<file path="config.mk">
export PLATFORM = sky130hd
export DESIGN_NAME = hash_bucket_store_probe_core
export DESIGN_NICKNAME = d
export VERILOG_FILES = /design/src/sv/hbsp_pkg.sv /design/src/sv/hash_bucket_store_probe_core.sv /design/src/sv/hbsp_ctrl.sv /design/src/sv/hbsp_dpath.sv
export SDC_FILE = /design/constraint.sdc
export NUM_CORES = 1
export LEC_CHECK = 0
export BUFFER_PORTS_ARGS = -buffer_cell sky130_fd_sc_hd__buf_4
export CORE_UTILIZATION = 42
export CTS_CLUSTER_SIZE = 24
export DETAILED_ROUTE_END_ITERATION = 8
export PLACE_DENSITY = 0.63
export SLEW_MARGIN = 15
export SYNTH_ARGS = -nofsm -noshare
export SYNTH_HDL_FRONTEND = slang
export SYNTH_SLANG_ARGS = --single-unit
</file>
<file path="constraint.sdc">
create_clock -name i_clk -period 10.8 [get_ports i_clk]
set_input_delay 1.62 -clock i_clk [delete_from_list [all_inputs] [get_ports i_clk]]
set_output_delay 1.62 -clock i_clk [all_outputs]
set_load 0.005 [all_outputs]
</file>
<file path="src/sv/hbsp_pkg.sv">
`default_nettype none

package hbsp_pkg;

    localparam int SLOTS    = 4;
    localparam int TAG_BITS = 32;
    localparam int AGE_BITS = 3;

    // stored widths never exceed the request fields
    localparam int KEEP_TAG = (TAG_BITS < 32) ? TAG_BITS : 32;
    localparam int KEEP_AGE = (AGE_BITS < 3) ? AGE_BITS : 3;
    localparam int SLOT_W   = (SLOTS > 1) ? $clog2(SLOTS) : 1;

    typedef logic [SLOT_W-1:0] t_slot;

    typedef enum logic [2:0] {
        ST_UPDATED  = 3'd0,
        ST_NEW      = 3'd1,
        ST_COLLIDED = 3'd2,
        ST_HIT      = 3'd3,
        ST_MISS     = 3'd4
    } t_status;

    typedef struct packed {
        logic        mode;
        logic [31:0] tag;
        logic [2:0]  age;
        logic [63:0] payload;
    } t_req;

    typedef struct packed {
        logic [2:0]  status;
        logic [1:0]  slot;
        logic [2:0]  found_age;
        logic [63:0] found_payload;
    } t_rsp;

    typedef struct packed {
        logic    load;
        logic    tag_step;
        logic    age_init;
        logic    age_step;
        logic    commit;
        logic    st_we;
        t_status st;
    } t_cmd;

    typedef struct packed {
        logic mode;
        logic tag_eq;
        logic age_ne;
    } t_sts;

    // next slot index with wrap
    function automatic t_slot slot_inc(input t_slot k);
        if (k == t_slot'(SLOTS - 1)) begin
            return '0;
        end
        return t_slot'(k + 1'b1);
    endfunction

endpackage

`default_nettype wire

</file>
<file path="src/sv/hash_bucket_store_probe_core.sv">
`default_nettype none

// One transposition-table bucket of SLOTS entries (tag, age, payload) with a
// rotating last-slot pointer. A request with mode 0 stores, mode 1 probes.
// Each request is loaded, then scanned by tag from the last slot on; a tag
// match ends the scan as a hit or update, a probe without one as a miss. A
// store without a tag match then runs an age scan from the slot after it,
// which ends as new at the first slot of another age, else as collided on
// the slot after the last one. Every request ends with a commit step. The
// entries share one read port, so the scans compare one slot per cycle. The
// result sits in an output register; the next request is taken while it
// waits. The bucket is cleared by reset.
module hash_bucket_store_probe_core
    import hbsp_pkg::*;
(
    input  wire  i_clk,
    input  wire  i_rst_n,
    input  wire  i_in_valid,
    output logic o_in_stall,
    input  t_req i_in_req,
    output logic o_out_valid,
    input  wire  i_out_stall,
    output t_rsp o_out_rsp
);

    t_cmd cmd;
    t_sts sts;

    hbsp_ctrl u_ctrl (
        .i_clk       (i_clk),
        .i_rst_n     (i_rst_n),
        .i_in_valid  (i_in_valid),
        .o_in_stall  (o_in_stall),
        .o_out_valid (o_out_valid),
        .i_out_stall (i_out_stall),
        .i_sts       (sts),
        .o_cmd       (cmd)
    );

    hbsp_dpath u_dpath (
        .i_clk   (i_clk),
        .i_rst_n (i_rst_n),
        .i_req   (i_in_req),
        .i_cmd   (cmd),
        .o_sts   (sts),
        .o_rsp   (o_out_rsp)
    );

endmodule

`default_nettype wire

</file>
<file path="src/sv/hbsp_ctrl.sv">
`default_nettype none

module hbsp_ctrl
    import hbsp_pkg::*;
(
    input  wire  i_clk,
    input  wire  i_rst_n,
    input  wire  i_in_valid,
    output logic o_in_stall,
    output logic o_out_valid,
    input  wire  i_out_stall,
    input  t_sts i_sts,
    output t_cmd o_cmd
);

    typedef enum logic [1:0] {
        S_IDLE,
        S_TAG,
        S_AGE,
        S_COMMIT
    } t_state;

    localparam t_slot CNT_LAST = t_slot'(SLOTS - 1);

    t_state r_state, n_state;
    t_slot  r_cnt, n_cnt;
    logic   r_ovalid, n_ovalid;

    always_comb begin
        o_cmd   = '0;
        o_cmd.st = ST_MISS;
        n_state = r_state;
        n_cnt   = r_cnt;
        case (r_state)
            S_IDLE: begin
                if (i_in_valid) begin
                    o_cmd.load = 1'b1;
                    n_cnt      = '0;
                    n_state    = S_TAG;
                end
            end
            S_TAG: begin
                o_cmd.tag_step = 1'b1;
                if (i_sts.tag_eq) begin
                    o_cmd.st_we = 1'b1;
                    o_cmd.st    = i_sts.mode ? ST_HIT : ST_UPDATED;
                    n_state     = S_COMMIT;
                end else if (r_cnt == CNT_LAST) begin
                    o_cmd.st_we = 1'b1;
                    if (i_sts.mode) begin
                        o_cmd.st = ST_MISS;
                        n_state  = S_COMMIT;
                    end else begin
                        // no tag match: fall back to the age scan
                        o_cmd.st       = ST_COLLIDED;
                        o_cmd.age_init = 1'b1;
                        n_cnt          = '0;
                        n_state        = S_AGE;
                    end
                end else begin
                    n_cnt = t_slot'(r_cnt + 1'b1);
                end
            end
            S_AGE: begin
                o_cmd.age_step = 1'b1;
                if (i_sts.age_ne) begin
                    o_cmd.st_we = 1'b1;
                    o_cmd.st    = ST_NEW;
                    n_state     = S_COMMIT;
                end else if (r_cnt == CNT_LAST) begin
                    n_state = S_COMMIT;
                end else begin
                    n_cnt = t_slot'(r_cnt + 1'b1);
                end
            end
            S_COMMIT: begin
                // wait until the output register is free or being taken
                if (!r_ovalid || !i_out_stall) begin
                    o_cmd.commit = 1'b1;
                    n_state      = S_IDLE;
                end
            end
            default: begin
                n_state = S_IDLE;
            end
        endcase

        if (o_cmd.commit) begin
            n_ovalid = 1'b1;
        end else if (r_ovalid && !i_out_stall) begin
            n_ovalid = 1'b0;
        end else begin
            n_ovalid = r_ovalid;
        end
    end

    always_ff @(posedge i_clk) begin
        if (!i_rst_n) begin
            r_state  <= S_IDLE;
            r_cnt    <= '0;
            r_ovalid <= 1'b0;
        end else begin
            r_state  <= n_state;
            r_cnt    <= n_cnt;
            r_ovalid <= n_ovalid;
        end
    end

    assign o_in_stall  = (r_state != S_IDLE);
    assign o_out_valid = r_ovalid;

endmodule

`default_nettype wire

</file>
<file path="src/sv/hbsp_dpath.sv">
`default_nettype none

module hbsp_dpath
    import hbsp_pkg::*;
(
    input  wire  i_clk,
    input  wire  i_rst_n,
    input  t_req i_req,
    input  t_cmd i_cmd,
    output t_sts o_sts,
    output t_rsp o_rsp
);

    logic [KEEP_TAG-1:0] r_tags [SLOTS];
    logic [KEEP_AGE-1:0] r_ages [SLOTS];
    logic [63:0]         r_pays [SLOTS];
    t_slot               r_last;

    logic                r_mode;
    logic [KEEP_TAG-1:0] r_tag;
    logic [KEEP_AGE-1:0] r_age;
    logic [63:0]         r_pay;
    t_slot               r_idx;
    t_slot               r_k;
    t_status             r_st;
    t_rsp                r_rsp;

    t_slot               rd_addr;
    logic [KEEP_TAG-1:0] rd_tag;
    logic [KEEP_AGE-1:0] rd_age;
    logic [63:0]         rd_pay;
    logic [SLOT_W+1:0]   k_ext;
    logic [KEEP_AGE+2:0] age_ext;

    // one read port: scan index while scanning, chosen slot at commit
    assign rd_addr = i_cmd.commit ? r_k : r_idx;
    assign rd_tag  = r_tags[rd_addr];
    assign rd_age  = r_ages[rd_addr];
    assign rd_pay  = r_pays[rd_addr];
    assign k_ext   = {2'b00, r_k};
    assign age_ext = {3'b000, rd_age};

    assign o_sts.mode   = r_mode;
    assign o_sts.tag_eq = (rd_tag == r_tag);
    assign o_sts.age_ne = (rd_age != r_age);
    assign o_rsp        = r_rsp;

    always_ff @(posedge i_clk) begin
        if (!i_rst_n) begin
            for (int i = 0; i < SLOTS; i++) begin
                r_tags[i] <= '0;
                r_ages[i] <= '0;
                r_pays[i] <= '0;
            end
            r_last <= '0;
        end else if (i_cmd.commit) begin
            if (!r_mode) begin
                r_tags[r_k] <= r_tag;
                r_ages[r_k] <= r_age;
                r_pays[r_k] <= r_pay;
                r_last      <= r_k;
            end else if (r_st == ST_HIT) begin
                r_last <= r_k;
            end
        end
    end

    always_ff @(posedge i_clk) begin
        if (i_cmd.load) begin
            r_mode <= i_req.mode;
            r_tag  <= i_req.tag[KEEP_TAG-1:0];
            r_age  <= i_req.age[KEEP_AGE-1:0];
            r_pay  <= i_req.payload;
            r_idx  <= r_last;
        end else if (i_cmd.age_init) begin
            // collided default is the slot after the last one
            r_idx <= slot_inc(r_last);
            r_k   <= slot_inc(r_last);
        end else if (i_cmd.tag_step || i_cmd.age_step) begin
            if ((i_cmd.tag_step && o_sts.tag_eq) || (i_cmd.age_step && o_sts.age_ne)) begin
                r_k <= r_idx;
            end
            r_idx <= slot_inc(r_idx);
        end

        if (i_cmd.st_we) begin
            r_st <= i_cmd.st;
        end

        if (i_cmd.commit) begin
            r_rsp.status <= r_st;
            if (!r_mode) begin
                r_rsp.slot          <= k_ext[1:0];
                r_rsp.found_age     <= '0;
                r_rsp.found_payload <= '0;
            end else if (r_st == ST_HIT) begin
                r_rsp.slot          <= k_ext[1:0];
                r_rsp.found_age     <= age_ext[2:0];
                r_rsp.found_payload <= rd_pay;
            end else begin
                r_rsp.slot          <= '0;
                r_rsp.found_age     <= '0;
                r_rsp.found_payload <= '0;
            end
        end
    end

endmodule

`default_nettype wire
</file>
### After elaboration in Yosys (flattened, before gate mapping)

Memories as Yosys holds them, arrays and structs flattened.
Index checks and enable logic that the tools add are counted.

* $add $sub $neg: 3
* equal/unequal tests: 18
* mux-type cells: 67
* bitwise gates (word level): 1
* reductions and logical operators: 23

Operators by type and width (number)
* 69-bit two-way mux: 2
* 64-bit two-way mux: 1
* 64-bit OR reduction: 1
* 2-bit two-way mux: 30
* 32-bit equality test: 1
* 32-bit two-way mux: 1
* 32-bit OR reduction: 1
* 1-bit two-way mux: 25
* 4-bit two-way mux: 3
* 2-bit equality test, second input constant: 5
* 2-bit inequality test, second input constant: 5
* 2-bit one-hot mux with 4 select lines: 1
* 4-bit one-hot mux with 2 select lines: 1
* 2-bit nonzero test: 4
* 2-bit by 1-bit adder with 2-bit output, second input constant: 3
* 3-bit two-way mux: 2
* 3-bit by 1-bit inequality test with 1-bit output, second input constant: 2
* 2-bit one-hot mux with 3 select lines: 1
* 6-bit AND reduction: 1
* 3-bit nonzero test: 2
* 2-bit AND reduction: 2
* 4-bit AND reduction: 1
* 3-bit by 2-bit equality test with 1-bit output, second input constant: 1
* 1-bit logical AND: 3
* other kinds (10): 13

* register bits after elaboration: 186
* bits in writable memories: 396
* input port bits: 104
* word-level logic and storage cells: 130
* memories kept: 3

Memories
* u_dpath.r_pays: words 4, bits a word 64, rd ports 1, clocked after memory_dff 0, write ports 4, line hbsp_dpath.sv:16 `logic [63:0] r_pays [SLOTS];`
* u_dpath.r_tags: words 4, bits a word 32, rd ports 1, clocked after memory_dff 0, write ports 4, line hbsp_dpath.sv:14 `logic [KEEP_TAG-1:0] r_tags [SLOTS];`
* u_dpath.r_ages: words 4, bits a word 3, rd ports 1, clocked after memory_dff 0, write ports 4, line hbsp_dpath.sv:15 `logic [KEEP_AGE-1:0] r_ages [SLOTS];`

### Logic depth before layout (Yosys ltp)

An unclocked memory read counts as a cell.

* depth in word-level cells: 17
* gate-level depth with buffers: 14
* gate-level depth less buffers: 12

### Modules after synthesis

Synthesis repeated with hierarchy kept, for this count alone.

* cell total of the unflattened synthesis: 1361
* area, all modules: 23960.5 sq um

Modules (own cells, without submodules)
* hbsp_dpath: instances 1, cells each 1301, area each 23433.7 sq um
* hbsp_ctrl: instances 1, cells each 60, area each 526.8 sq um

### Worst setup path before layout

Ideal clock, no wire load.

* path kind: input-to-reg
* from: input i_out_stall
* to: memory u_dpath.r_ages[3][0] (netlist name) (enable)
* library setup time: 702 ps
* arrival: 9507 ps
* required time: 10098 ps
* setup slack: 591 ps
* stages on the path: 4
* path buffers: 2
* cells stage by stage: a21bo_2 > buf_2 > buf_2 > o31ai_1

RTL lines
* from (decl): line hash_bucket_store_probe_core.sv:22 `input wire i_out_stall,`
* to (decl): line hbsp_dpath.sv:15

==> summary.txt <==
Critical path
  – Worst path arrival time: 6.19 ns
  – Crit-path cells: buf_4 -> a21bo_2 -> inv_4 -> mux2_8 -> mux4_2 -> mux2i_1 -> xor2_1 -> nand4_1 -> nor4_4 -> a31oi_1 -> a21boi_0
  – Worst setup path class: input pin to flip-flop
  – Largest stage delay on the critical path: 1.00 ns
  – CP required: 11.06 ns
  – CP max-delay cell: sky130_fd_sc_hd__mux2_8
  – Critical path startpoint category: input pin
  – Worst Setup End Kind: flip-flop
  – Critical Path Fanout Max: 98

Clock network
  – CTS clk-pin slew, worst paths: 0.06 ns
  – Number of sinks driven by the clock tree: 582
  – TritonCTS Buffers: 59
  – CTS tree: built
  – Number of buffers inserted to repair setup after CTS: 0
  – H-tree depth: 2
  – Root Buffer: sky130_fd_sc_hd__clkbuf_16
  – Number of hold buffers added after CTS: 0
  – Worst-case clock buffer depth: 3
  – Resize count post-CTS: 0
  – Worst-skew pair later-pin latency: 0.62 ns

Pwr
  – Proportion of power drawn by flip-flops and latches: 47.8%
  – Comb pwr share: 19.8%
  – Leakage power: 10.8 nW
  – Clock Power Share: 32.5%
  – Cell internal pwr: 0.00438 W
  – Power spent charging and discharging nets: 0.00159 W
  – Switching share of power: 26.6%
  – Maximum VDD drop: 174 uV
  – P per Cell Area: 209 nW/um^2

Yosys
  – Fraction of synthesized cell area taken by the top area cell type: 70.2%
  – Prevailing post-synth register cell: sky130_fd_sc_hd__edfxtp_1
  – Mapped cell area: 24600 um^2
  – Average cell area after synthesis: 16.6 um^2
  – Cell type with the highest aggregate area in the netlist: sky130_fd_sc_hd__edfxtp_1
  – Seq cells post-synth: 582
  – Share of synthesized flip-flops with an asynchronous set or reset: 0%
  – Syn Inst Count: 1481
  – Count of flip-flops with a built-in enable after synthesis: 575
  – Sequential-to-total area share from yosys stat: 70.8%
  – Unique masters post-synth: 49
  – Total number of yosys warnings: 0
  – Most area-consuming cells after synthesis: sky130_fd_sc_hd__edfxtp_1 (70%), sky130_fd_sc_hd__and2_1 (7.6%), sky130_fd_sc_hd__mux4_2 (7.0%)
  – Post-synthesis net count: 1594

STA
  – Slew HR: 27.1%
  – Worst-Margin Slew: 1.09 ns
  – Fmax: 169 MHz
  – Unrepaired setup endpoints after global routing: false
  – Setup TNS: 0 ns
  – Tmin final: 5.93 ns
  – Final count of hold timing violations: 0
  – Setup violations, final: 0
  – Fin Clk Skew: 0.0280 ns
  – Fin crit share: 54.9%
  – Number of max-slew violations in the final report: 0

Drt
  – Router iterations before antenna repair: 5
  – Iteration-0 DRC Markers: 855
  – Via/cell ratio: 5.25
  – Remaining design rule violation count: 0
  – Total number of vias: 12900
  – Detail-routed net length per standard cell: 22.0 um
  – Number of nets with antenna violations after detailed routing: 0
  – Wirelength, routed: 54000 um

Placed design
  – HPWL Detailed: 29800 um
  – PortBufs: 177
  – Cell area reported after detailed placement: 26800 um^2
  – Final Wtd Congestion: 0.751

Floorplanning
  – Starting utilization of the core area: 42.5%
  – Total die area: 59500 um^2
  – Vertical die dimension: 244 um
  – Core region area: 57800 um^2
  – Total I/O pin count: 178
  – Die X: 244 um
  – Number of standard-cell rows in the floorplan: 88

Global route
  – Total GRT Usage: 18.2%
  – GR met3 Demand/Resource: 2.37%
  – First-pass GRT wire length: 82000 um
  – Initial antenna violation count: 1
  – Largest net degree at the start of global routing: 99
  – Met2 usage in global routing: 31.6%
  – Most heavily used metal layer in global routing: met2
  – Vias in the first global route: 13600
  – GRT met1 Usage: 23.8%
  – Global route total overflow: 0

Finish
  – Fraction of layout instances using a drive strength above 1: 22.1%
  – Number of nets at the end of the flow: 1763
  – Area growth from synthesis to layout: 16.2%
  – Post-layout instance area: 28600 um^2
  – Final antenna diode count: 0
  – Fraction of the core area covered by cells at the end of the flow: 49.5%
  – Commonest cells after routing, fill and taps aside: sky130_fd_sc_hd__edfxtp_1 (575), sky130_fd_sc_hd__and2_1 (299), sky130_fd_sc_hd__buf_4 (201)
  – Most common library cell in the layout ignoring fill and taps: sky130_fd_sc_hd__edfxtp_1

Job
  – Count of max-cap constraint violations: 0

Worst hold path
  – Hold/Removal Path Class: flip-flop to flip-flop

Outcome
  – Status: finished, final reports clean
==> flip-flops by register name (all words and copies together), names as in the netlist, 3 cells and up <==
name and cells:
u_dpath.r_tag 32, u_dpath.r_ages 12, u_dpath.r_age 3, u_dpath.r_pays 256, u_dpath.r_pay 64, u_dpath.o_rsp 72, u_dpath.r_tags 128, u_dpath.r_st 3
==> worst paths after layout <==
check                                               startpoint                            to  slack [ns]  depth (start not counted)
worst max register to register  u_ctrl.r_state[0]$_SDFFE_PN0P_     u_dpath.r_st[0]$_DFFE_PP_        5.29                         11
worst min register to register    u_ctrl.r_cnt[1]$_SDFFE_PN0P_  u_ctrl.r_cnt[1]$_SDFFE_PN0P_        0.49                          2
worst min-delay path              u_ctrl.r_cnt[1]$_SDFFE_PN0P_  u_ctrl.r_cnt[1]$_SDFFE_PN0P_        0.49                          2
worst max-delay path                               i_out_stall     u_dpath.r_st[0]$_DFFE_PP_        4.87                         11
==> area by class of cell <==
class	instances	area, um^2
Timing Repair Buffer	201	1510
Sequential cell	582	17400
Tap cell	765	957
Fill cell	4822	29200
Inverter	8	35.0
Multi-Input combinational cell	798	6870
Clock inverter	28	223
Clock buffer	77	1590
==> layer usage <==
layer,up-vias,wire [um]
li1,5883,-
met1,6647,23000
met2,309,27400
met3,74,2350
met4,0,1190
met5,-,0
==> metrics by stage <==
stage	power, W	instances	hold slack, ns	setup WS (ns)
2_1_floorplan	0.00374	1481	0.431	0.591
3_3_place_gp	0.00409	2354	0.466	4.33
5_1_grt	0.00622	2459	0.517	4.61
6_report	0.00597	2459	0.488	4.87
3_5_place_dp	0.00411	2354	0.480	4.22
4_1_cts	0.00605	2459	0.494	4.89
==> synthesized netlist by cell type (2+ instances only) <==
master	number
sky130_fd_sc_hd__inv_1	7
sky130_fd_sc_hd__clkbuf_1	71
sky130_fd_sc_hd__o211ai_1	2
sky130_fd_sc_hd__nor2b_1	76
sky130_fd_sc_hd__nand2_1	21
sky130_fd_sc_hd__mux2i_1	112
sky130_fd_sc_hd__mux2_2	2
sky130_fd_sc_hd__nor3b_1	2
sky130_fd_sc_hd__nand3b_1	2
sky130_fd_sc_hd__and3_1	101
sky130_fd_sc_hd__a31oi_1	2
sky130_fd_sc_hd__ha_1	9
sky130_fd_sc_hd__buf_2	18
sky130_fd_sc_hd__nor2_1	7
sky130_fd_sc_hd__nand2b_1	3
sky130_fd_sc_hd__a21oi_1	8
sky130_fd_sc_hd__nor4_1	3
sky130_fd_sc_hd__xor2_1	4
sky130_fd_sc_hd__edfxtp_1	575
sky130_fd_sc_hd__a21boi_0	3
sky130_fd_sc_hd__xnor2_1	30
sky130_fd_sc_hd__nand3_1	2
sky130_fd_sc_hd__and2_1	299
sky130_fd_sc_hd__dfxtp_1	7
sky130_fd_sc_hd__a211oi_1	2
sky130_fd_sc_hd__buf_1	4
sky130_fd_sc_hd__nor3_1	2
sky130_fd_sc_hd__mux4_2	76
sky130_fd_sc_hd__a2111oi_0	2
sky130_fd_sc_hd__nand4_1	7
sky130_fd_sc_hd__o21ai_0	3
sky130_fd_sc_hd__a21o_1	2
==> power groups by stage <==
stage / sequential (W) / clock [W] / combinational, W
final: 0.00285 / 0.00194 / 0.00118
after global routing: 0.00288 / 0.00206 / 0.00128
after CTS: 0.00285 / 0.00198 / 0.00121
after detailed placement: 0.00290 / 0 / 0.00121
after global placement: 0.00290 / 0 / 0.00120
after floorplan: 0.00284 / 0 / 0.000905
==> kinds of logic (layout without fill, tap and decap cells) <==
| family | after synthesis | in the layout | synth area share (%) |
|---|---|---|---|
| muxes | 191 | 191 | 11.7 |
| xor gates and xnor gates | 34 | 34 | 1.21 |
| adders and majority gates | 9 | 9 | 0.458 |
| DFF | 582 | 582 | 70.8 |
| AOI/OAI and AO/OA | 33 | 33 | 0.946 |
| buffers and inverters | 101 | 314 | 1.63 |
| and+or+nand+nor | 531 | 531 | 13.3 |
==> worst max-delay path: cells and delay by family <==
| kind | cells | cell delay, ns |
|---|---|---|
| buf+inv | 2 | 0.49 |
| mux | 3 | 1.83 |
| xor+xnor | 1 | 0.17 |
| compound gates | 3 | 1.30 |
| simple gates | 2 | 0.70 |
(Power assumes the default switching activity.)
